===== src/bottom_k_hash_group_sampler_assert.svh =====
// ----------------------------------------------------------------------------
// Bottom-k sampler assertion macros
// Concurrent assertion wrappers clocked on clk; compiled out with ASSERT_OFF.
// ----------------------------------------------------------------------------
`ifndef BOTTOM_K_HASH_GROUP_SAMPLER_ASSERT_SVH
`define BOTTOM_K_HASH_GROUP_SAMPLER_ASSERT_SVH

`ifndef ASSERT_OFF
// check outside reset
`define BKHS_ASSERT(lbl, prop, msg) \
	lbl: assert property (@(posedge clk) disable iff (!arst_n) prop) else $error(msg);
// check at every edge, reset included
`define BKHS_ASSERT_ALWAYS(lbl, prop, msg) \
	lbl: assert property (@(posedge clk) prop) else $error(msg);
`else
`define BKHS_ASSERT(lbl, prop, msg)
`define BKHS_ASSERT_ALWAYS(lbl, prop, msg)
`endif

`endif


===== src/bkhs_ram.sv =====
`timescale 1ns / 1ps
// ----------------------------------------------------------------------------
// Bottom-k sampler RAM
// One write port, one read port with registered read data.
// ----------------------------------------------------------------------------
module bkhs_ram #(
	parameter int DEPTH = 16,
	parameter int WIDTH = 32,
	parameter int AW    = (DEPTH > 1) ? $clog2(DEPTH) : 1
) (
	input  logic             clk,
	input  logic             we,
	input  logic [AW-1:0]    waddr,
	input  logic [WIDTH-1:0] wdata,
	input  logic             re,
	input  logic [AW-1:0]    raddr,
	output logic [WIDTH-1:0] rdata
);

	logic [WIDTH-1:0] mem_q [DEPTH];

	always_ff @(posedge clk) begin
		if (we) begin
			mem_q[waddr] <= wdata;
		end
	end

	always_ff @(posedge clk) begin
		if (re) begin
			rdata <= mem_q[raddr];
		end
	end

endmodule


===== config.mk =====
export PLATFORM = sky130hd
export DESIGN_NAME = bkhs_ram
export DESIGN_NICKNAME = d
export VERILOG_FILES = /design/src/bottom_k_hash_group_sampler_assert.svh /design/src/bkhs_ram.sv
export SDC_FILE = /design/constraint.sdc
export NUM_CORES = 1
export LEC_CHECK = 0
export BUFFER_PORTS_ARGS = -buffer_cell sky130_fd_sc_hd__clkbuf_2
export CORE_AREA = 4 4 230 232
export DETAILED_ROUTE_END_ITERATION = 8
export DIE_AREA = 0 0 234 236
export MAX_ROUTING_LAYER = met4
export RECOVER_POWER = 25
export SLEW_MARGIN = 20
export SYNTH_ARGS = -nofsm -noshare
export SYNTH_HDL_FRONTEND = slang
export SYNTH_SLANG_ARGS = --single-unit

===== constraint.sdc =====
create_clock -name clk -period 6.63 [get_ports clk]
set_clock_uncertainty 0.2 [all_clocks]
set_input_delay 0.3315 -clock clk [delete_from_list [all_inputs] [get_ports clk]]
set_output_delay 0.3315 -clock clk [all_outputs]
set_load 0.02 [all_outputs]

# Yosys cells after proc, flatten, opt, wreduce, memory -nomap -nowiden
# Memory sizes are Yosys's and may differ from the RTL's. A register that Yosys moved wholly into a read port is not among the register bits.
# Cells that the tools add are included.
# word_totals
reg_bits	0
latch_bits	0
ramBits	512
romBits	0
input_bits	43
elab_cells	3
n_memories	1
# mem_list
memory	depth	word_bits	rd	rd_clocked_by_memory_dff	write_ports	line	source
mem_q	16	32	1	1	1	bkhs_ram.sv:20	logic [WIDTH-1:0] mem_q [DEPTH];
# classes
n_addsub	0
mul	0
div_mod_pow	0
n_lt_le_gt_ge	0
n_eq_ne	0
shifts	0
n_mux	2
n_bitwise	0
reduce_logical	0
# ops
op	n
$mux 1	2

# Logic depth before layout (Yosys ltp)
# depth
ltp_word	2
mapped_depth	5
mapped_depth_nobuf	3

# Worst setup path after synthesis
# Ideal clock, no wire load.
# synth_timing
path_kind	input port to flip-flop
from	input waddr[2]
to	memory mem_q[0][0] (enable)
arrival_time_ns	3.050
required_ns	5.969
slack_ns	2.919
path_stages	2
path_buffers	0
path_cell_list	or3b_2 > nor3_1
# synth_rtl
element	line	source
from (decl)	bkhs_ram.sv:13	input logic [AW-1:0] waddr,
to (decl)	bkhs_ram.sv:20	
# No word-level cell before the write port.

==> metrics.md <==
| Metric | Value |
|---|---|
| Cells after Synth | `838` |
| Clock power frac | `between 40 and 50%` |
| Outcome | `finished with violations` |
| Final net count | `1025` |
| Fin. Hold Viols | `0` |
| CTS max path bufs | `3` |
| Initial Util | `39.6%` |
| Leak Pwr | `approximately 7.4 nW` |
| Setup crit start kind | `primary input` |
| Combinational share of power | `5.0%` |
| Primary FF master, synth | `edfxtp_1` |
| Crit-path max FO | `73` |
| H-tree depth | `2` |
| Setup tns final | `0 ps` |
| # rows | `83` |
| Syn Std Cell Area | `approximately 20000 sq um` |
| Largest cells by area after synthesis | `edfxtp_1, mux4_2, a22oi_1` |
| CTS tree | `yes` |
| TritonCTS Buffers | `55` |
| Drt pass-1 iters | `6` |
| Setup CP Type | `primary input to register` |
| IO Port Bufs | `74` |
| Required @ worst endpoint | `6760 ps` |
| RSZ-0062 raised after global routing | `false` |
| Slew Viols, Final | `33` |
| Peak supply drop | `0.000188 V` |
| Crit-path slowest cell | `buf_4` |
| Cell variety after synth | `17` |
| Vias | `9190` |
| Failing checks | `capacitance limit, slew limit` |
| Avg Cell Area, Syn | `24.1 sq um` |
| Power Density | `306 nW/um^2` |
| Placed cells | `between 1500 and 2000` |
| First-pass GRT wire length | `64700 um` |
| Synth top area share | `81.0%` |
| Root cell of the clock tree | `clkbuf_16` |
| Area Growth Syn to Fin | `16.5%` |
| Cell taking the most area after synthesis | `edfxtp_1` |
| Critical path, cell by cell | `clkbuf_8 -> buf_4 -> mux4_2 -> a22oi_1 -> nand2_1` |
| Rel. slew slack | `-90.1%` |
| Hold Path Origin | `raddr[1]` |
| Via density | `5.40` |
| Seq cells post-synth | `544` |
| Reg2reg start | `mem_q[3][0]` |
| Register area share after synthesis | `81.0%` |
| Total grt overflow | `0` |
| GP Congestion | `0.711` |
| Die footprint | `55200 sq um` |
| Count of clock tree sinks | `544` |
| Synthesis Warnings | `0` |
| Vias in the first global route | `9556` |
| CP endpoint kind | `register` |
| Number of nets with antenna violations after routing | `0` |
| Clock slew at reported path FFs | `60 ps` |
| All-Layer GR Usage | `16.5%` |
| FILL cells | `4186` |
| Die Y | `236 um` |
| WL/cell | `25.9 um` |
| Sw frac | `around 20%` |
| Final instance count without filler cells | `1703` |
| Die width | `about 230 um` |
| Sequential power share | `between 50% and 60%` |
| Setup Viol. Count Final | `0` |
| Largest net degree at the start of global routing | `74` |
| Worst Setup SP | `raddr[0]` |
| Post-Route WL | `44100 um` |
| Post-DP HPWL | `19800 um` |
| Worst skew pair latency | `between 500 and 600 ps` |
| Ys async rst share | `0%` |
| WP data arrival | `2740 ps` |
| Starting DRT DRC Count | `just over 1000` |
| Post-CTS sizing | `0` |
| Worst-Margin Slew | `2850 ps` |
| Final min period | `about 2600 ps` |
| Post-synth EDFFs | `544` |
| Initial antenna violation count | `3` |
| Core area | `roughly 51000 sq um` |
| NetSw | `1.47 mW` |
| Worst hold-check path type | `primary input to register` |
| Share of cells above drive strength 1 | `between 20 and 30%` |
| Worst stage delay on the critical path | `740 ps` |
| Period utilisation layout | `between 30% and 40%` |
| Syn Nets | `881` |
| Max_cap viols | `1` |
| Fmax achieved | `between 300 and 400 MHz` |
| DRC errors left | `0` |
| # IOs | `75` |
| Internal power | `5.72 mW` |
[critical path, delay by kind of cell]
kind | cells | cell delay [ps]
AO/OA/AOI/OAI | 1 | 200
multiplexers | 1 | 580
AND/OR/NAND/NOR | 1 | 70
buffers and inverters | 2 | 1440
[final timing paths]
path / endpoint / slack, ps / depth (start not counted)
max: rdata[20] / 4010 / 5
min: rdata[30] / 190 / 4
max reg2reg: rdata[0] / 4980 / 3
min reg2reg: rdata[31] / 530 / 3
[kinds of logic after synthesis]
| family | count (synthesis) | share of synthesized area (%) |
|---|---|---|
| flops | 544 | 81.0 |
| mux | 128 | 14.3 |
| compound gates | 64 | 2.38 |
| simple gates | 59 | 1.25 |
| buf+inv | 43 | 1.10 |
[registers in the layout, summed over array words and instances, names as in the netlist]
register and count:
mem_q 512, rdata 32
[Yosys cell counts, types with 2 or more instances]
| cell type | instances |
|---|---|
| edfxtp_1 | 544 |
| nand2b_1 | 2 |
| nand3b_1 | 2 |
| nand2_1 | 33 |
| nor2_1 | 13 |
| buf_1 | 9 |
| mux4_2 | 128 |
| clkbuf_1 | 17 |
| buf_4 | 11 |
| nor2b_1 | 2 |
| nor3_1 | 4 |
| buf_6 | 2 |
| a22oi_1 | 64 |
| buf_2 | 4 |
[repair_timing]
item	in CTS	in global routing
endpoints found under the hold margin	512	0
hold buffers	32	0
buffers inserted	0	0
[layout by cell type (no fill, tap or decap), drive strengths merged]
cell         netlist  final
mux4             128    128
buf               26     24
diode              0      3
nand2             33     33
dlygate4sd3        0     32
nand3b             2      2
and2               1      1
inv                0      1
clkinv             0     25
nand2b             2      2
or3b               1      1
clkbuf            17    136
nand3              1      1
clkinvlp           0      3
nor3               4      4
nor2b              2      2
nor2              13     13
edfxtp           544    544
bufinv             0      4
a22oi             64     64
[area by class of cell]
| class | count | area [sq um] | area share, % |
|---|---|---|---|
| Sequential cell | 544 | 16300 | 69.5 |
| Multi-Input combinational cell | 251 | 3750 | 16.0 |
| Clock buffer | 62 | 1450 | 6.15 |
| Timing Repair Buffer | 130 | 857 | 3.65 |
| Tap cell | 680 | 851 | 3.62 |
| Clock inverter | 33 | 263 | 1.12 |
| Antenna cell | 3 | 7.51 | 0.0319 |
[power groups by stage]
stage	Sequential [mW]	Clock [mW]	Combinational [mW]
after detailed placement	3.97	0	0.351
after CTS	3.90	3.01	0.368
final	3.90	2.94	0.358
after global routing	3.90	3.15	0.389
after floorplan	3.99	0	0.185
after global placement	3.97	0	0.344
[per-layer routing]
layer	up-vias	wire [um]	GRT usage [%]
met5	-	0	-
met4	0	715	3.75
met3	53	3180	3.20
met2	285	20600	24.3
met1	4961	19600	24.3
li1	3891	-	-
[stage by stage]
step,worst slack [ps],area (sq um),util [%],total power [mW],hold slack (ps)
floorplan,2920,20200,-,4.17,230
global placement,3340,21500,42.2,4.31,527
detailed placement,3300,21500,42.2,4.32,529
CTS,3950,23500,46.1,7.28,166
global route,3720,23500,46.1,7.45,196
finish,4010,23500,46.1,7.20,188
(Power assumes the default switching activity.)
