File: src/bottom_k_hash_group_sampler_assert.svh
// ----------------------------------------------------------------------------
// Bottom-k sampler assertion macros
// Concurrent assertion wrappers clocked on clk; compiled out with ASSERT_OFF.
// ----------------------------------------------------------------------------
`ifndef BOTTOM_K_HASH_GROUP_SAMPLER_ASSERT_SVH
`define BOTTOM_K_HASH_GROUP_SAMPLER_ASSERT_SVH

`ifndef ASSERT_OFF
// check outside reset
`define BKHS_ASSERT(lbl, prop, msg) \
	lbl: assert property (@(posedge clk) disable iff (!arst_n) prop) else $error(msg);
// check at every edge, reset included
`define BKHS_ASSERT_ALWAYS(lbl, prop, msg) \
	lbl: assert property (@(posedge clk) prop) else $error(msg);
`else
`define BKHS_ASSERT(lbl, prop, msg)
`define BKHS_ASSERT_ALWAYS(lbl, prop, msg)
`endif

`endif

File: src/bkhs_pkg.sv
`timescale 1ns / 1ps
// ----------------------------------------------------------------------------
// Bottom-k sampler package
// Field widths, hash constants, result codes, sequencer states and defaults.
// ----------------------------------------------------------------------------
package bkhs_pkg;

	localparam int OP_W     = 1;
	localparam int GROUP_W  = 10;
	localparam int ID_W     = 32;
	localparam int SLOT_W   = 4;
	localparam int STATUS_W = 3;
	localparam int FILL_W   = 5;
	localparam int KEEP_W   = 5;

	localparam int DEF_NUM_GROUPS = 1024;
	localparam int DEF_MAX_KEEP   = 16;

	localparam logic [KEEP_W-1:0] KEEP_RESET = 5'd8;

	localparam logic [ID_W-1:0] HASH_MUL1 = 32'h7feb352d;
	localparam logic [ID_W-1:0] HASH_MUL2 = 32'h846ca68b;

	localparam logic [OP_W-1:0] OP_INSERT = 1'b0;
	localparam logic [OP_W-1:0] OP_READ   = 1'b1;

	localparam logic [STATUS_W-1:0] ST_APPEND     = 3'd0;
	localparam logic [STATUS_W-1:0] ST_REPLACE    = 3'd1;
	localparam logic [STATUS_W-1:0] ST_REJECT     = 3'd2;
	localparam logic [STATUS_W-1:0] ST_READ_OK    = 3'd3;
	localparam logic [STATUS_W-1:0] ST_READ_EMPTY = 3'd4;

	typedef enum logic [3:0] {
		S_CLEAR,
		S_IDLE,
		S_FILL,
		S_READ,
		S_HASH2,
		S_SCAN1,
		S_SCAN2,
		S_LAST,
		S_DECIDE
	} state_t;

	// control of the shared hash multiplier
	typedef struct packed {
		logic en;      // load the product register
		logic second;  // second round: mix the product, multiply by HASH_MUL2
	} hash_ctl_t;

endpackage

File: src/bkhs_hash_unit.sv
`timescale 1ns / 1ps
// ----------------------------------------------------------------------------
// Bottom-k sampler hash unit
// One 32x32 multiplier shared by both rounds of the mixing finalizer.
// ----------------------------------------------------------------------------
module bkhs_hash_unit
	import bkhs_pkg::*;
(
	input  logic            clk,
	input  hash_ctl_t       ctl,
	input  logic [ID_W-1:0] x,
	output logic [ID_W-1:0] hash
);

	logic [ID_W-1:0] prod_q;
	logic [ID_W-1:0] opa;
	logic [ID_W-1:0] opb;

	always_comb begin
		if (ctl.second) begin
			opa = prod_q ^ (prod_q >> 15);
			opb = HASH_MUL2;
		end else begin
			opa = x ^ (x >> 16);
			opb = HASH_MUL1;
		end
	end

	always_ff @(posedge clk) begin
		if (ctl.en) begin
			prod_q <= ID_W'(opa * opb);
		end
	end

	assign hash = prod_q ^ (prod_q >> 16);

endmodule

File: config.mk
export PLATFORM = sky130hd
export DESIGN_NAME = bkhs_hash_unit
export DESIGN_NICKNAME = d
export VERILOG_FILES = /design/src/bottom_k_hash_group_sampler_assert.svh /design/src/bkhs_pkg.sv /design/src/bkhs_hash_unit.sv
export SDC_FILE = /design/constraint.sdc
export NUM_CORES = 1
export LEC_CHECK = 0
export ABC_AREA = 1
export BUFFER_PORTS_ARGS = -buffer_cell sky130_fd_sc_hd__clkbuf_2
export CAP_MARGIN = 20
export CELL_PAD_IN_SITES_DETAIL_PLACEMENT = 2
export CELL_PAD_IN_SITES_GLOBAL_PLACEMENT = 2
export CORE_MARGIN = 2
export CORE_UTILIZATION = 44
export DETAILED_ROUTE_END_ITERATION = 12
export PLACE_DENSITY_LB_ADDON = 0.1
export SYNTH_ARGS = -nofsm -noshare
export SYNTH_HDL_FRONTEND = slang
export SYNTH_SLANG_ARGS = --single-unit
File: constraint.sdc
create_clock -name clk -period 22.4 [get_ports clk]
set_input_delay 4.48 -clock clk [delete_from_list [all_inputs] [get_ports clk]]
set_output_delay 4.48 -clock clk [all_outputs]
set_load 0.01 [all_outputs]
# [After elaboration in Yosys (flattened, before gate mapping)]
# Index checks and enable logic that the tools add are counted.
# W data, S select, Z words.
[totals] reg_bits=32 in_bits=35 out_inout_bits=32 elab_cells=7
[op_classes] mul=1 n_mux=2 bitwise=3
[ops] operator="$mux W32" count=2
[ops] operator="$xor A32 B16 Y32" count=2
[ops] operator="$mul A32 B32 Y32" count=1
[ops] operator="$xor A32 B17 Y32" count=1

# [Longest topological paths before layout]
[logic_depth] depth_word=3 ltp_mapped=41 ltp_nobuf=37

# [Worst setup path after synthesis]
# OpenSTA, ideal clock, no wires.
[synth_path] kind="input-to-reg" startpoint="input port ctl[0] (netlist bit)" endpoint="register prod_q[27], data pin" setup_ps=259 arrival_ps=10874 t_required_ps=22141 setup_slack_ps=11267 stages=31 path_buffers=4 path_cell_list="buf_6 > inv_8 > buf_12 > clkbuf_1 > clkbuf_1 > nand2_1 > nand2_1 > inv_1 > ha_1 > inv_1 > fa_1 > inv_1 > fa_1 > inv_1 > fa_1 > inv_1 > fa_1 > inv_1 > fa_1 > inv_1 > fa_1 > fa_1 > ha_1 > nand2_1 > nor4_1 > nand4_1 > nand3_1 > nand3_1 > nand2_1 > a21oi_1 > xnor2_1"
[synth_via] elab_chain_len=2
[synth_rtl] element="start: declaration" line_no="bkhs_hash_unit.sv:10" source="input hash_ctl_t ctl,"
[synth_rtl] element="$mux W32" line_no="bkhs_hash_unit.sv:20" source="if (ctl.second) begin"
[synth_rtl] element="$mul A32 B32 Y32 *" line_no="bkhs_hash_unit.sv:31" source="prod_q <= ID_W'(opa * opb);"
[synth_rtl] element="end signal: assignment" line_no="bkhs_hash_unit.sv:31"
[synth_rtl] element="end: declaration" line_no="bkhs_hash_unit.sv:15" source="logic [ID_W-1:0] prod_q;"
# Every way passes the cells marked *; elsewhere a longest branch is shown, timed or not.
# A chain may end at the register's enable or synchronous reset.

# [Final worst setup path]
# Ends and elaborated chain as after synthesis.

==> results.py <==
metrics = {
    "cells_and_area": {
        "fill_cells": 3427,
        "fin_nets": 2109,
        "regMostFlops": "prod_q",
        "multi_input_area_sq_um": 10710,
        "mostFrequentLayoutCells": "485 x inv_1, 293 x fa_1, 247 x nand2_1, 155 x ha_1, 66 x clkbuf_2",
        "regArea_sq_um": 960.9,
        "top_regs": "prod_q: 32 flops",
        "largest_register_ffs": 32,
        "syn2layout_area_growth_pct": 7.158,
        "final_layout_size_suffix_gt1_share_pct": 6.146,
        "final_common_cell": "inv_1",
    },
    "clock_network": {
        "cts-root-buf": "clkbuf_16",
        "cts_setup_buffers": 0,
        "cts_buffer_depth": 2,
        "cts_made_buffers": 5,
        "clkSinkCount": 32,
        "post_cts_resized": 0,
        "cts.htree.levels": 2,
        "path_clk_slew_ns": 0.07,
        "clk_latency_ns": 0.30,
        "cts_hold_buf": 0,
        "cts_tree": "built",
    },
    "setup_path": {
        "rrSetupSlack_ns": 13.95,
        "crit_arrival_ns": 12.47,
        "reg2reg_to": "prod_q[27]",
        "cp-end-kind": "register",
        "crit_fanout": 64,
        "crit_path_start_kind": "input pin",
        "cp-startpoint": "ctl[0]",
        "timing.rr.start": "prod_q[23]",
        "reg2reg_depth": 25,
        "required_ns": 22.45,
        "worstSetupPathType": "input pin to register",
    },
    "routing": {
        "vias": 10740,
        "finalWirelength_microns": 55210,
        "dr.first_iter.drc_count": 616,
        "wl_per_cell_microns": 27.28,
        "vias_per_cell": 5.306,
        "final_antenna_net_count": 0,
        "drc": 0,
        "first_pass_iters": 5,
    },
    "floorplanning": {
        "die_w_microns": 179.6,
        "placementRows": 64,
        "dieHeight_microns": 179.6,
        "die_area_sq_um": 32250,
        "initial_utilization_pct": 44.46,
        "ios": 67,
        "coreArea_sq_um": 30510,
    },
    "yosys": {
        "synth_top_family_by_area": "adder cells",
        "ys_async_sr_fraction_pct": 0,
        "ys.flop_type": "edfxtp_1",
        "synth-seq-cells": 32,
        "synthMuxAreaShare_pct": 0,
        "syn_inst": 1539,
        "synth_top_cell_area_share_pct": 43.24,
        "synth_fa_ha_area_share_pct": 57.54,
        "avgSynthCellArea_sq_um": 8.814,
        "synth_compound_area_share_pct": 3.385,
        "yosys-top-cells-area": "fa_1 43%, ha_1 14%, inv_1 13%",
        "synth_warnings": 0,
        "synth_top_area_cell": "fa_1",
        "yosys.area_share.xor_xnor_pct": 4.898,
        "netlist_area_sq_um": 13560,
        "synthDistinctLibCells": 43,
        "synth_edf_count": 32,
        "synth_simple_gate_area_share_pct": 12.05,
        "yosysSeqAreaShare_pct": 7.084,
    },
    "sta": {
        "finalCritPeriodShare_pct": 55.45,
        "drv_slew": 0,
        "fin_skew_ns": 0.009213,
        "clock.fmax_ghz": 0.08052,
        "tightest_slew_ns": 1.005,
        "finalSetupViolations": 0,
        "fin_crit_ns": 12.42,
        "relSlewSlack_pct": 33.01,
        "hold_viol_final": 0,
        "setup_tns_ns": 0,
        "rsz0062_at_grt": "no",
    },
    "global_routing": {
        "antenna_found_initial": 4,
        "grtUsageTotal_pct": 35.34,
        "use_met2_pct": 60.44,
        "grtUsageMet3_pct": 6.929,
        "grt_pass1_vias": 12890,
        "grt_max_degree": 65,
        "grt_overflow": 0,
        "busiest_layer": "met2",
        "met1_usage_pct": 43.43,
        "grt_pass1_wl_microns": 82420,
    },
    "placement": {
        "port_buffers": 66,
        "finalWeightedCongestion": 0.9737,
        "dp_hpwl_microns": 50010,
    },
    "hold_path": {
        "min-delay-path-class": "register to register",
        "min_to": "prod_q[2]",
        "whs_path_depth": 6,
        "min_from": "prod_q[2]",
    },
    "flow_run": {
        "max-cap-violations": 0,
    },
    "outcome": {
        "status": "completed",
    },
}
==> cell families after synthesis <==
logic type / Yosys count
simple gates: 384
buf+inv: 515
other cells: 2
compound gates: 83
xor+xnor: 75
fa+ha+maj: 448
flops: 32
==> synth_stat cells, types with 3 or more instances <==
| cell type | number |
|---|---|
| a21boi_0 | 3 |
| a21o_1 | 4 |
| a21oi_1 | 41 |
| a31oi_1 | 3 |
| buf_4 | 16 |
| clkbuf_1 | 5 |
| edfxtp_1 | 32 |
| fa_1 | 293 |
| ha_1 | 155 |
| inv_1 | 485 |
| nand2_1 | 247 |
| nand2_2 | 3 |
| nand3_1 | 43 |
| nand3_4 | 4 |
| nand4_1 | 4 |
| nor2_1 | 62 |
| nor3_1 | 4 |
| nor4_1 | 3 |
| o21ai_0 | 23 |
| or2_2 | 6 |
| xnor2_1 | 34 |
| xor2_1 | 40 |
==> metal layers <==
metal | up-vias | share of wire [%]
li1 | 4603 | -
met5 | - | 0.033
met4 | 4 | 5.3
met2 | 409 | 49
met1 | 5598 | 39
met3 | 126 | 7.2
==> how the worst max path moves through the flow <==
stage	endpoint	slack [ns]	depth (start not counted)
4_1_cts	prod_q[27]	10.17	25
5_1_grt	prod_q[27]	9.74	25
6_report	prod_q[27]	9.98	25
3_3_place_gp	prod_q[31]	10.09	25
3_5_place_dp	prod_q[27]	9.91	25
2_1_floorplan	prod_q[27]	11.27	31
==> critical path, stage by stage <==
cell and delay, ns:
clkbuf_2 0.07, buf_4 0.64, nand3_1 0.57, nand2_1 0.46, fa_1 0.55, fa_1 0.50, fa_1 0.50, inv_1 0.06
fa_1 0.47, inv_1 0.06, fa_1 0.50, inv_1 0.06, fa_1 0.53, inv_1 0.07, fa_1 0.53, fa_1 0.46
ha_1 0.45, nand2_1 0.15, nor4_1 0.47, nand4_1 0.19, nand3_1 0.21, nand3_1 0.10, nand2_1 0.11, a21oi_1 0.09
xnor2_1 0.12
==> cell type report <==
cell class	instances	share of cell area (%)
diodes	1	0.01722
clock inverters	3	0.3185
multi-input cells	1030	73.70
repair buffers	69	2.427
clock buffers	5	0.8608
inverters	488	12.65
flip-flops and latches	32	6.611
well taps	396	3.409
==> per-stage QoR <==
| stage | area, sq um | utilization, % | hold slack, ns | std cells | setup slack, ns |
|---|---|---|---|---|---|
| finish | 14540 | 47.64 | 1.414 | 2024 | 9.980 |
| global route | 14530 | 47.63 | 1.422 | 2023 | 9.741 |
| CTS | 14530 | 47.63 | 1.362 | 2023 | 10.17 |
| detailed placement | 14360 | 47.07 | 1.343 | 2015 | 9.914 |
| global placement | 14360 | 47.07 | 1.328 | 2015 | 10.09 |
| floorplan | 13710 | - | 0.8901 | 1577 | 11.27 |
Power is not shown: default switching activity piles up to over one toggle a cycle in this logic, so the estimate is an artifact.
